<file path="src/hdl/assert_macros.svh">
// assertion helpers, clocked on clk and disabled while rst_n is low
`ifndef ASSERT_MACROS_SVH
`define ASSERT_MACROS_SVH
`ifndef SYNTHESIS
`define ASSERT_SAME(lbl, pre, post, msg) \
  lbl: assert property (@(posedge clk) disable iff (!rst_n) (pre) |-> (post)) \
    else $error(msg);
`define ASSERT_NEXT(lbl, pre, post, msg) \
  lbl: assert property (@(posedge clk) disable iff (!rst_n) (pre) |=> (post)) \
    else $error(msg);
`else
`define ASSERT_SAME(lbl, pre, post, msg)
`define ASSERT_NEXT(lbl, pre, post, msg)
`endif
`endif

</file>
<file path="src/hdl/tqg_pkg.sv">
package tqg_pkg;

  localparam int GLYPH_HEIGHT = 24;
  localparam int GLYPH_COUNT  = 256;
  localparam int GLYPH_IDX_W  = (GLYPH_COUNT > 1) ? $clog2(GLYPH_COUNT) : 1;

  localparam int CODE_W    = 8;
  localparam int TEXEL_W   = 10;
  localparam int GWIDTH_W  = 11;
  localparam int METRIC_W  = 2 * TEXEL_W + GWIDTH_W;
  localparam int TEX_W     = 17;
  localparam int WLEFT_W   = 17;

  localparam logic [1:0] KIND_LOAD  = 2'd0;
  localparam logic [1:0] KIND_START = 2'd1;
  localparam logic [1:0] KIND_CHAR  = 2'd2;

  localparam logic [CODE_W-1:0] CODE_END   = 8'd0;
  localparam logic [CODE_W-1:0] CODE_SPACE = 8'd32;

  localparam logic [11:0] SPACE_GAP = 12'd5;
  localparam logic [11:0] OTHER_GAP = 12'd2;

  localparam logic [3:0] LG_MIN   = 4'd5;
  localparam logic [3:0] LG_MAX   = 4'd10;
  localparam logic [3:0] LG_RESET = 4'd5;
  localparam logic [TEX_W-1:0] TEX_MAX = 17'h1ffff;

  // unscaled quad handed from the string logic to the vertex sequencer
  typedef struct packed {
    logic [15:0]         x0;
    logic [15:0]         x1;
    logic [15:0]         y0;
    logic [15:0]         y1;
    logic [GWIDTH_W-1:0] u0;
    logic [GWIDTH_W-1:0] u1;
    logic [GWIDTH_W-1:0] v0;
    logic [GWIDTH_W-1:0] v1;
    logic [31:0]         colour;
  } quad_t;

  // texel to 16-bit fraction of the texture side, saturated
  function automatic logic [TEX_W-1:0] tex_scale(input logic [GWIDTH_W-1:0] texel,
                                                 input logic [3:0] lg);
    logic [3:0]  lg_c;
    logic [3:0]  sh;
    logic [21:0] wide;
    lg_c = lg;
    if (lg_c < LG_MIN) lg_c = LG_MIN;
    if (lg_c > LG_MAX) lg_c = LG_MAX;
    sh   = 4'd15 - lg_c + 4'd1;
    wide = {11'd0, texel} << sh;
    return (wide > {5'd0, TEX_MAX}) ? TEX_MAX : wide[TEX_W-1:0];
  endfunction

endpackage

</file>
<file path="src/hdl/tqg_quad_emitter.sv">
module tqg_quad_emitter
  import tqg_pkg::*;
(
  input  logic                    clk,
  input  logic                    rst_n,
  input  logic                    load,
  input  quad_t                   quad,
  input  logic [3:0]              tex_lg,
  output logic                    free,
  output logic                    out_valid,
  input  logic                    out_stall,
  output logic signed [15:0]      out_vert_x,
  output logic signed [15:0]      out_vert_y,
  output logic [TEX_W-1:0]        out_tex_u,
  output logic [TEX_W-1:0]        out_tex_v,
  output logic [31:0]             out_vert_colour,
  output logic                    out_end_of_strip,
  output logic                    out_last
);

  logic              valid_r;
  logic [1:0]        cnt_r;
  logic [15:0]       x0_r, x1_r, y0_r, y1_r;
  logic [TEX_W-1:0]  u0_r, u1_r, v0_r, v1_r;
  logic [31:0]       colour_r;
  logic              fire;
  logic              done;

  assign fire = valid_r && !out_stall;
  assign done = fire && (cnt_r == 2'd3);
  assign free = !valid_r || done;

  always_ff @(posedge clk) begin
    if (!rst_n) begin
      valid_r <= 1'b0;
      cnt_r   <= 2'd0;
    end else if (load) begin
      valid_r <= 1'b1;
      cnt_r   <= 2'd0;
    end else if (done) begin
      valid_r <= 1'b0;
    end else if (fire) begin
      cnt_r <= cnt_r + 2'd1;
    end
  end

  always_ff @(posedge clk) begin
    if (load) begin
      x0_r     <= quad.x0;
      x1_r     <= quad.x1;
      y0_r     <= quad.y0;
      y1_r     <= quad.y1;
      u0_r     <= tex_scale(quad.u0, tex_lg);
      u1_r     <= tex_scale(quad.u1, tex_lg);
      v0_r     <= tex_scale(quad.v0, tex_lg);
      v1_r     <= tex_scale(quad.v1, tex_lg);
      colour_r <= quad.colour;
    end
  end

  // strip order: top-left, top-right, bottom-left, bottom-right
  assign out_valid        = valid_r;
  assign out_vert_x       = signed'(cnt_r[0] ? x1_r : x0_r);
  assign out_vert_y       = signed'(cnt_r[1] ? y1_r : y0_r);
  assign out_tex_u        = cnt_r[0] ? u1_r : u0_r;
  assign out_tex_v        = cnt_r[1] ? v1_r : v0_r;
  assign out_vert_colour  = colour_r;
  assign out_end_of_strip = (cnt_r == 2'd3);
  assign out_last         = (cnt_r == 2'd3);

endmodule

</file>
<file path="config.mk">
export PLATFORM = sky130hd
export DESIGN_NAME = tqg_quad_emitter
export DESIGN_NICKNAME = d
export VERILOG_FILES = /design/src/hdl/assert_macros.svh /design/src/hdl/tqg_pkg.sv /design/src/hdl/tqg_quad_emitter.sv
export SDC_FILE = /design/constraint.sdc
export NUM_CORES = 1
export LEC_CHECK = 0
export BUFFER_PORTS_ARGS = -buffer_cell sky130_fd_sc_hd__buf_2
export CAP_MARGIN = 20
export CORE_MARGIN = 4
export CORE_UTILIZATION = 53
export CTS_BUF_LIST = sky130_fd_sc_hd__clkbuf_4 sky130_fd_sc_hd__clkbuf_8 sky130_fd_sc_hd__clkbuf_16
export DETAILED_ROUTE_END_ITERATION = 6
export HOLD_SLACK_MARGIN = 0.1
export PLACE_DENSITY = 0.81
export REMOVE_ABC_BUFFERS = 1
export SYNTH_ARGS = -nofsm -noshare
export SYNTH_HDL_FRONTEND = slang
export SYNTH_SLANG_ARGS = --single-unit
</file>
<file path="constraint.sdc">
create_clock -name clk -period 3.87 [get_ports clk]
set_input_delay 0.1935 -clock clk [delete_from_list [all_inputs] [get_ports clk]]
set_output_delay 0.1935 -clock clk [all_outputs]
set_load 0.02 [all_outputs]
</file>
==> summary.md, run 1 <==
| Metric | Value |
|---|---|
| Netlist Area Pre-Place | 0.008588 mm2 |
| Period Utilization, post-route | 0.8007 |
| Crit path setup slack, layout | 0.7712 ns |
| Clk_lat worst skew | 0.42 ns |
| CP max FO | 58 |
| Reg-to-reg setup timing slack | 1.97 ns |
| Core ar. | 0.01589 mm2 |
| First-pass GRT wire length | 40,190 um |
| Worst path cell trace | buf_2 > a21oi_2 > o21ai_4 > buf_4 > mux2_2 > a211oi_1 > nor3_1 > nor4b_4 > a22oi_1 |
| Status | completed |
| Metal2 WL | 13,480 um |
| Switching share of total power | 0.3068 |
| Pwr Total | 0.005256 W |
| Post-CTS Setup Bufs | 0 |
| Leak pwr | 4.640 nW |
| Setup CP Type | in -> reg |
| Met3 wire len | 2461 um |
| DP HPWL | 16,570 um |
| Switch Pwr | 0.001612 W |
| Max incr delay on CP | 0.71 ns |
| Drt pass-1 iters | 6 |
| R2R Path Start | cnt_r[1] |
| Max Cap Viol | 0 |
| Total GRT Usage | 0.2890 |
| Ports | 250 |
| Via density | 5.797 |
| CP max-delay cell | nor4b_4 |
| Remaining antenna violation count after routing | 0 |
| Drt wl/cell | 21.50 um |
| Share of cells above drive strength 1 | 0.3900 |
| Final WL | 26,550 um |
| Num rows | 46 |
| Post-CTS Resized | 0 |
| Syn avg cell area | 12.82 um2 |
| Clock Sink Count | 167 |
| Final Core Density | 0.7295 |
| Worst vdd ir | 0.0003477 V |
| Hold Path Sink | cnt_r[0] |
| Highest clock rate | 322.7 MHz |
| Placed cell areas | 0.01002 mm2 |
| Final Hold Fails | 0 |
| Synthesized instance count | 670 |
| Vias in the first global route | 7,025 |
| Longest Clk Path Bufs | 2 |
| Clock power frac | 0.322 |
| Initial antenna violation count | 1 |
| Relative slew margins | 0.3224 |
| CTS tree | built |
| # nets final | 1,155 |
| Final Hold Slack | 0.2014 ns |
| Cts bufs inserted | 17 |
| Top_reg_cell synth | edfxtp_1 |
| Slew @ Worst Pin | 1.016 ns |
| Unrepaired setup endpoints after global routing | false |
| Logic pwr share | 0.244 |
| Worst Path Required | 4.00 ns |
| Worst Hold Class | in -> reg |
| Period minus WS final | 3.099 ns |
| Vias | 7,159 |
| Cell area after layout | 0.01159 mm2 |
| Gr ovfl total | 0 |
| Die Y | 135.3 um |
| Worst Path Arrival | 3.23 ns |
| Startpoint Class | input pin |
| Largest net degree at the start of global routing | 104 |
| Most common cell after layout, fill and taps aside | buf_2 |
| Initial Utilization | 0.5406 |
| Most frequent cells in the layout | buf_2, edfxtp_1, dlygate4sd3_1 |
| Async set or reset register ratio after synthesis | 0 |
| Port Buffers | 249 |
| Synth warn | 0 |
| Worst-path clk slew | 0.07 ns |
| Cts hold-fix bufs | 97 |
| 1st-iter DRT viols | 702 |
| Yosys cell types | 56 |
| Post-synth EDFFs | 164 |
| Sequential share of the synthesized area | 0.5804 |
| Synth-to-layout area growth | 34.94% |
| Cell chosen for the clock root | clkbuf_16 |
| Gpl congestion | 0.9603 |
| Pre-CTS setup slack | 0.2520 ns |
| Pwr dens | 453.5 mW/mm2 |
| Cell-internal power | 0.003643 W |
| Pins Over Slew Limit | 0 |
| R2R Path End | out_valid |
| Worst Hold Launch | out_stall |
| Final clock skew | 0.001030 ns |
| Reg power frac | 0.434 |
| Seq cells post-synth | 167 |
| FF-to-FF path depth | 4 |
| DRC violations left | 0 |
| Die area | 0.01830 mm2 |
| Hold depth | 4 |
| H-tree depth | 4 |
| Top Metal Used | met4 |
| Die width | 135.3 um |
| Critical path capture point type | flip-flop |
| Setup violators final | 0 |
| Wl on met1 | 9835 um |
## cell type report
cell class                      instances  area [um2]
Sequential cell                       167        4985
Fill cell                            1060        4297
Multi-Input combinational cell        449        3343
Timing Repair Buffer                  363        2380
Clock buffer                           17       425.4
Tap cell                              216       270.3
Clock inverter                         15       156.4
Inverter                                7       26.28
Antenna cell                            1       2.502
## how the worst max path moves through the flow
stage / start / to / slack, ns / cells past startpoint
6_report: tex_lg[3] / v1_r[8] / 0.77 / 9
3_3_place_gp: tex_lg[3] / v0_r[11] / 0.37 / 10
3_5_place_dp: tex_lg[3] / v0_r[11] / 0.25 / 10
4_1_cts: tex_lg[3] / v0_r[11] / 0.69 / 10
5_1_grt: tex_lg[3] / v1_r[8] / 0.56 / 11
2_1_floorplan: tex_lg[1] / u0_r[14] / -2.14 / 10
## metal layers
| layer | global-route usage | vias up |
|---|---|---|
| met3 | 0.06389 | 63 |
| li1 | - | 3269 |
| met1 | 0.3553 | 3383 |
| met4 | 0.1030 | 0 |
| met5 | 0 | - |
| met2 | 0.5033 | 444 |
## cell families after synthesis
kind of cell	share of synthesized area
AO/OA/AOI/OAI	0.1308
multiplexers	0.1770
XOR/XNOR	0.004809
AND/OR/NAND/NOR	0.07124
adder cells (fa/ha/maj)	0.002913
buffers and inverters	0.03278
flip-flops	0.5804
## power by group through the flow
stage	sequential (W)	combinational [W]	clock, W
after floorplan	0.00232	0.000708	0
after global placement	0.00230	0.00115	0
after detailed placement	0.00230	0.00117	0
after CTS	0.00227	0.00126	0.00169
after global routing	0.00229	0.00138	0.00179
final	0.00228	0.00128	0.00169
## synth_stat cells (5+ instances only)
master    count  share of area
inv_1         7         0.0031
nor3b_1       7         0.0061
o21ai_0      34          0.020
clkbuf_1     22         0.0096
mux2_2       77           0.10
a31oi_1       6         0.0044
nand2_1      50          0.022
a21oi_1      85          0.050
nor2_1       31          0.014
buf_1         8         0.0035
buf_4         7         0.0061
mux2i_1      47          0.055
o211ai_1      6         0.0052
mux2_1        5         0.0066
buf_2         5         0.0029
nor3_1        7         0.0041
a221oi_1      9         0.0092
a22oi_1      12          0.010
nand3_1      12         0.0070
edfxtp_1    164           0.57
## through the flow
step | TNS [ns] | instances
after floorplan | -129.45 | 623
after global placement | 0 | 1104
after detailed placement | 0 | 1104
after CTS | 0 | 1233
after global routing | 0 | 1235
final | 0 | 1235
## state kept, by name (all words and copies together) (netlist names)
signal	cells
cnt_r	2
out_valid	1
out_vert_colour	32
u0_r	17
u1_r	17
v0_r	17
v1_r	17
x0_r	16
x1_r	16
y0_r	16
y1_r	16
## critical path, delay by kind of cell
kind / cells / cell delay [ns]
simple gates: 2 / 0.86
buf+inv: 2 / 0.99
mux: 1 / 0.46
compound gates: 4 / 0.71
No activity file was read; power rests on OpenSTA's default activity.
==> run 2: changes to the inputs <==
==> constraint.sdc (replaced) <==
create_clock -name clk -period 3.05 [get_ports clk]
set_input_delay 0.1525 -clock clk [delete_from_list [all_inputs] [get_ports clk]]
set_output_delay 0.1525 -clock clk [all_outputs]
set_load 0.02 [all_outputs]
==> run 2 against run 1 <==
Effect of this change:
- via count increased by 1.3%
- worst setup slack got worse by 0.27 ns
- design area increased by 0.99%
- cell count increased by 1.1%
- clock skew about the same
- clock power increased by 25%
- non-clock buffer count increased by 13
- critical endpoint unchanged
- largest power group unchanged
- highest routed layer unchanged
==> summary.md, run 2 (synthesis gave the netlist of run 1 again) <==
| Metric | Value |
|---|---|
| Ports | 250 (unchanged) |
| Final Hold Fails | 0 (unchanged) |
| Startpoint Class | input pin |
| Most frequent cells in the layout | buf_2, edfxtp_1, dlygate4sd3_1 |
| H-tree depth | 4 (unchanged) |
| Worst Path Required | 3.19 ns (-0.81 ns) |
| Highest clock rate | 392.1 MHz |
| Worst Hold Launch | out_stall |
| Period minus WS final | 2.551 ns |
| CP bufs+invs | 3 (+1) |
| Max reg flops | 32 (unchanged) |
| Placed cell areas | 0.01015 mm2 (+1.3%) |
| Initial Utilization | 0.5406 (unchanged) |
| Final Core Density | 0.7368 (+0.007246) |
| Clk_lat worst skew | 0.42 ns (about the same) |
| Share of cells above drive strength 1 | 0.3961 (+0.006136) |
| Hold depth | 4 (unchanged) |
| Die Y | 135.3 um (unchanged) |
| Worst path cell trace | buf_2 > a21oi_2 > o21ai_4 > ha_2 > buf_4 > xnor2_2 > buf_4 > nor4_1 > nor3_1 > nor4b_4 > a22oi_1 |
| Unrepaired setup endpoints after global routing | false |
| Drt pass-1 iters | 5 (-1) |
| CP delay by family, top | simple AND/OR/NAND/NOR gates |
| Longest Clk Path Bufs | 2 (unchanged) |
| Slew @ Worst Pin | 1.050 ns (+0.03408 ns) |
| DP HPWL | 16,470 um (-0.56%) |
| Setup violators final | 0 (unchanged) |
| R2R Path End | out_valid |
| Period Utilization, post-route | 0.8363 |
| R2R Path Start | cnt_r[1] |
| Synth-to-layout area growth | 36.28% |
| # nets final | 1,168 (+1.1%) |
| Critical path capture point type | flip-flop |
| CTS tree | built |
| 1st-iter DRT viols | 617 (-12%) |
| Cell area after layout | 0.01170 mm2 (+0.99%) |
| Worst Hold Class | in -> reg |
| Most common cell after layout, fill and taps aside | buf_2 |
| Worst Path Arrival | 2.69 ns (-0.54 ns) |
| Initial antenna violation count | 1 (unchanged) |
| Worst vdd ir | 0.0004009 V (+15%) |
| Hold Path Sink | cnt_r[0] |
| Die width | 135.3 um (unchanged) |
| Setup CP Type | in -> reg |
| Largest net degree at the start of global routing | 65 (-38%) |
| Leak pwr | 4.710 nW (+1.5%) |
| Drt wl/cell | 21.49 um (about the same) |
| Pins Over Slew Limit | 0 (unchanged) |
| CP max FO | 15 (-74%) |
| Most used cell, CP | buf_4 |
| Max incr delay on CP | 0.70 ns (about the same) |
| Gpl congestion | 0.9484 (-1.2%) |
| Final clock skew | 0.001360 ns (+0.0003302 ns) |
| Core ar. | 0.01589 mm2 (unchanged) |
| Die area | 0.01830 mm2 (unchanged) |
| Clock Sink Count | 167 (unchanged) |
| Via density | 5.808 (+0.19%) |
| Num rows | 46 (unchanged) |
| CP startpoint | tex_lg[1] |
| Port Buffers | 249 (unchanged) |
| Status | completed |
| Vias in the first global route | 7,050 (+0.36%) |
| Remaining antenna violation count after routing | 0 (unchanged) |
| Pwr dens | 569.7 mW/mm2 (+26%) |
| Relative slew margins | 0.2997 (-0.02272) |
| Max Cap Viol | 0 (unchanged) |
| CP max-delay cell | nor4b_4 |
| Final WL | 26,840 um (+1.1%) |
| Cts bufs inserted | 17 (unchanged) |
| Setup tns final | 0 ns (unchanged) |
| Gr ovfl total | 0 (unchanged) |
| FF-to-FF path depth | 5 (+1) |
| Vias | 7,254 (+1.3%) |
| First-pass GRT wire length | 40,480 um (+0.70%) |
| Worst-path clk slew | 0.06 ns (about the same) |
| Total GRT Usage | 0.2898 (+0.0007544) |
| Cell chosen for the clock root | clkbuf_16 |
| DRC violations left | 0 (unchanged) |
| Post-CTS Resized | 0 (unchanged) |
| Reg-to-reg setup timing slack | 1.38 ns (-0.59 ns) |
## run 2: changes by cell type in the layout (fill, tap and decap cells not counted), moves of 2 or more
| cell | before | now |
|---|---|---|
| inv_8 | 4 | 0 |
| buf_12 | 2 | 4 |
| diode_2 | 1 | 3 |
| clkinv_2 | 1 | 3 |
| buf_4 | 14 | 26 |
## run 2: how the worst max path moves through the flow
stage                          end  slack [ns]  cells past startpoint
after floorplan           u0_r[14]       -2.92                     10
after global placement     v1_r[8]        0.18                     11
after detailed placement   v1_r[8]        0.12                     11
after CTS                  v1_r[8]        0.57                      9
after global routing       v1_r[8]        0.34                     11
final                      v1_r[8]        0.50                     11
## run 2: metrics by stage
stage | std cells | power [W] | worst slack, ns | hold WS, ns
after global placement | 1118 | 0.004399 | 0.1819 | 0.3287
after CTS | 1246 | 0.006599 | 0.5737 | 0.1038
after global routing | 1247 | 0.006939 | 0.3430 | 0.1557
after detailed placement | 1118 | 0.004427 | 0.1214 | 0.3306
final | 1249 | 0.006668 | 0.4994 | 0.1479
after floorplan | 623 | 0.003841 | -2.916 | 0.2514
## run 2: power by group
group	switching, W	internal [W]
logic	0.000984	0.000675
clock network	0.000911	0.00121
registers	0.0000791	0.00281
## run 2: cell type report
class | instances | area [um2]
clock inverters | 14 | 147.6
multi-input cells | 449 | 3343
fillers | 1072 | 4182
flip-flops and latches | 167 | 4985
inverters | 7 | 26.28
well taps | 216 | 270.3
repair buffers | 376 | 2499
clock buffers | 17 | 425.4
diodes | 3 | 7.507
## run 2: worst reg2reg max path, cell delays in order, from the launching register on
cell and delay (ns):
dfxtp_1 0.35, buf_4 0.30, ha_1 0.33, inv_1 0.07, o21ai_0 0.32, a21boi_0 0.16
## run 2: repair_timing
| action | CTS | global route |
|---|---|---|
| setup buffers | 0 | 0 |
| hold endpoints to repair | 99 | 0 |
| endpoints found under the setup margin | 0 | 0 |
| hold buffers | 97 | 0 |
## run 2: routing by layer
metal	part of all wire	vias to the layer above	track usage	wire length [um]
li1	-	3302	-	-
met1	0.37	3450	0.3594	9996
met2	0.51	437	0.5006	13620
met3	0.090	65	0.06872	2422
met4	0.030	0	0.09742	797
met5	0	-	0	0
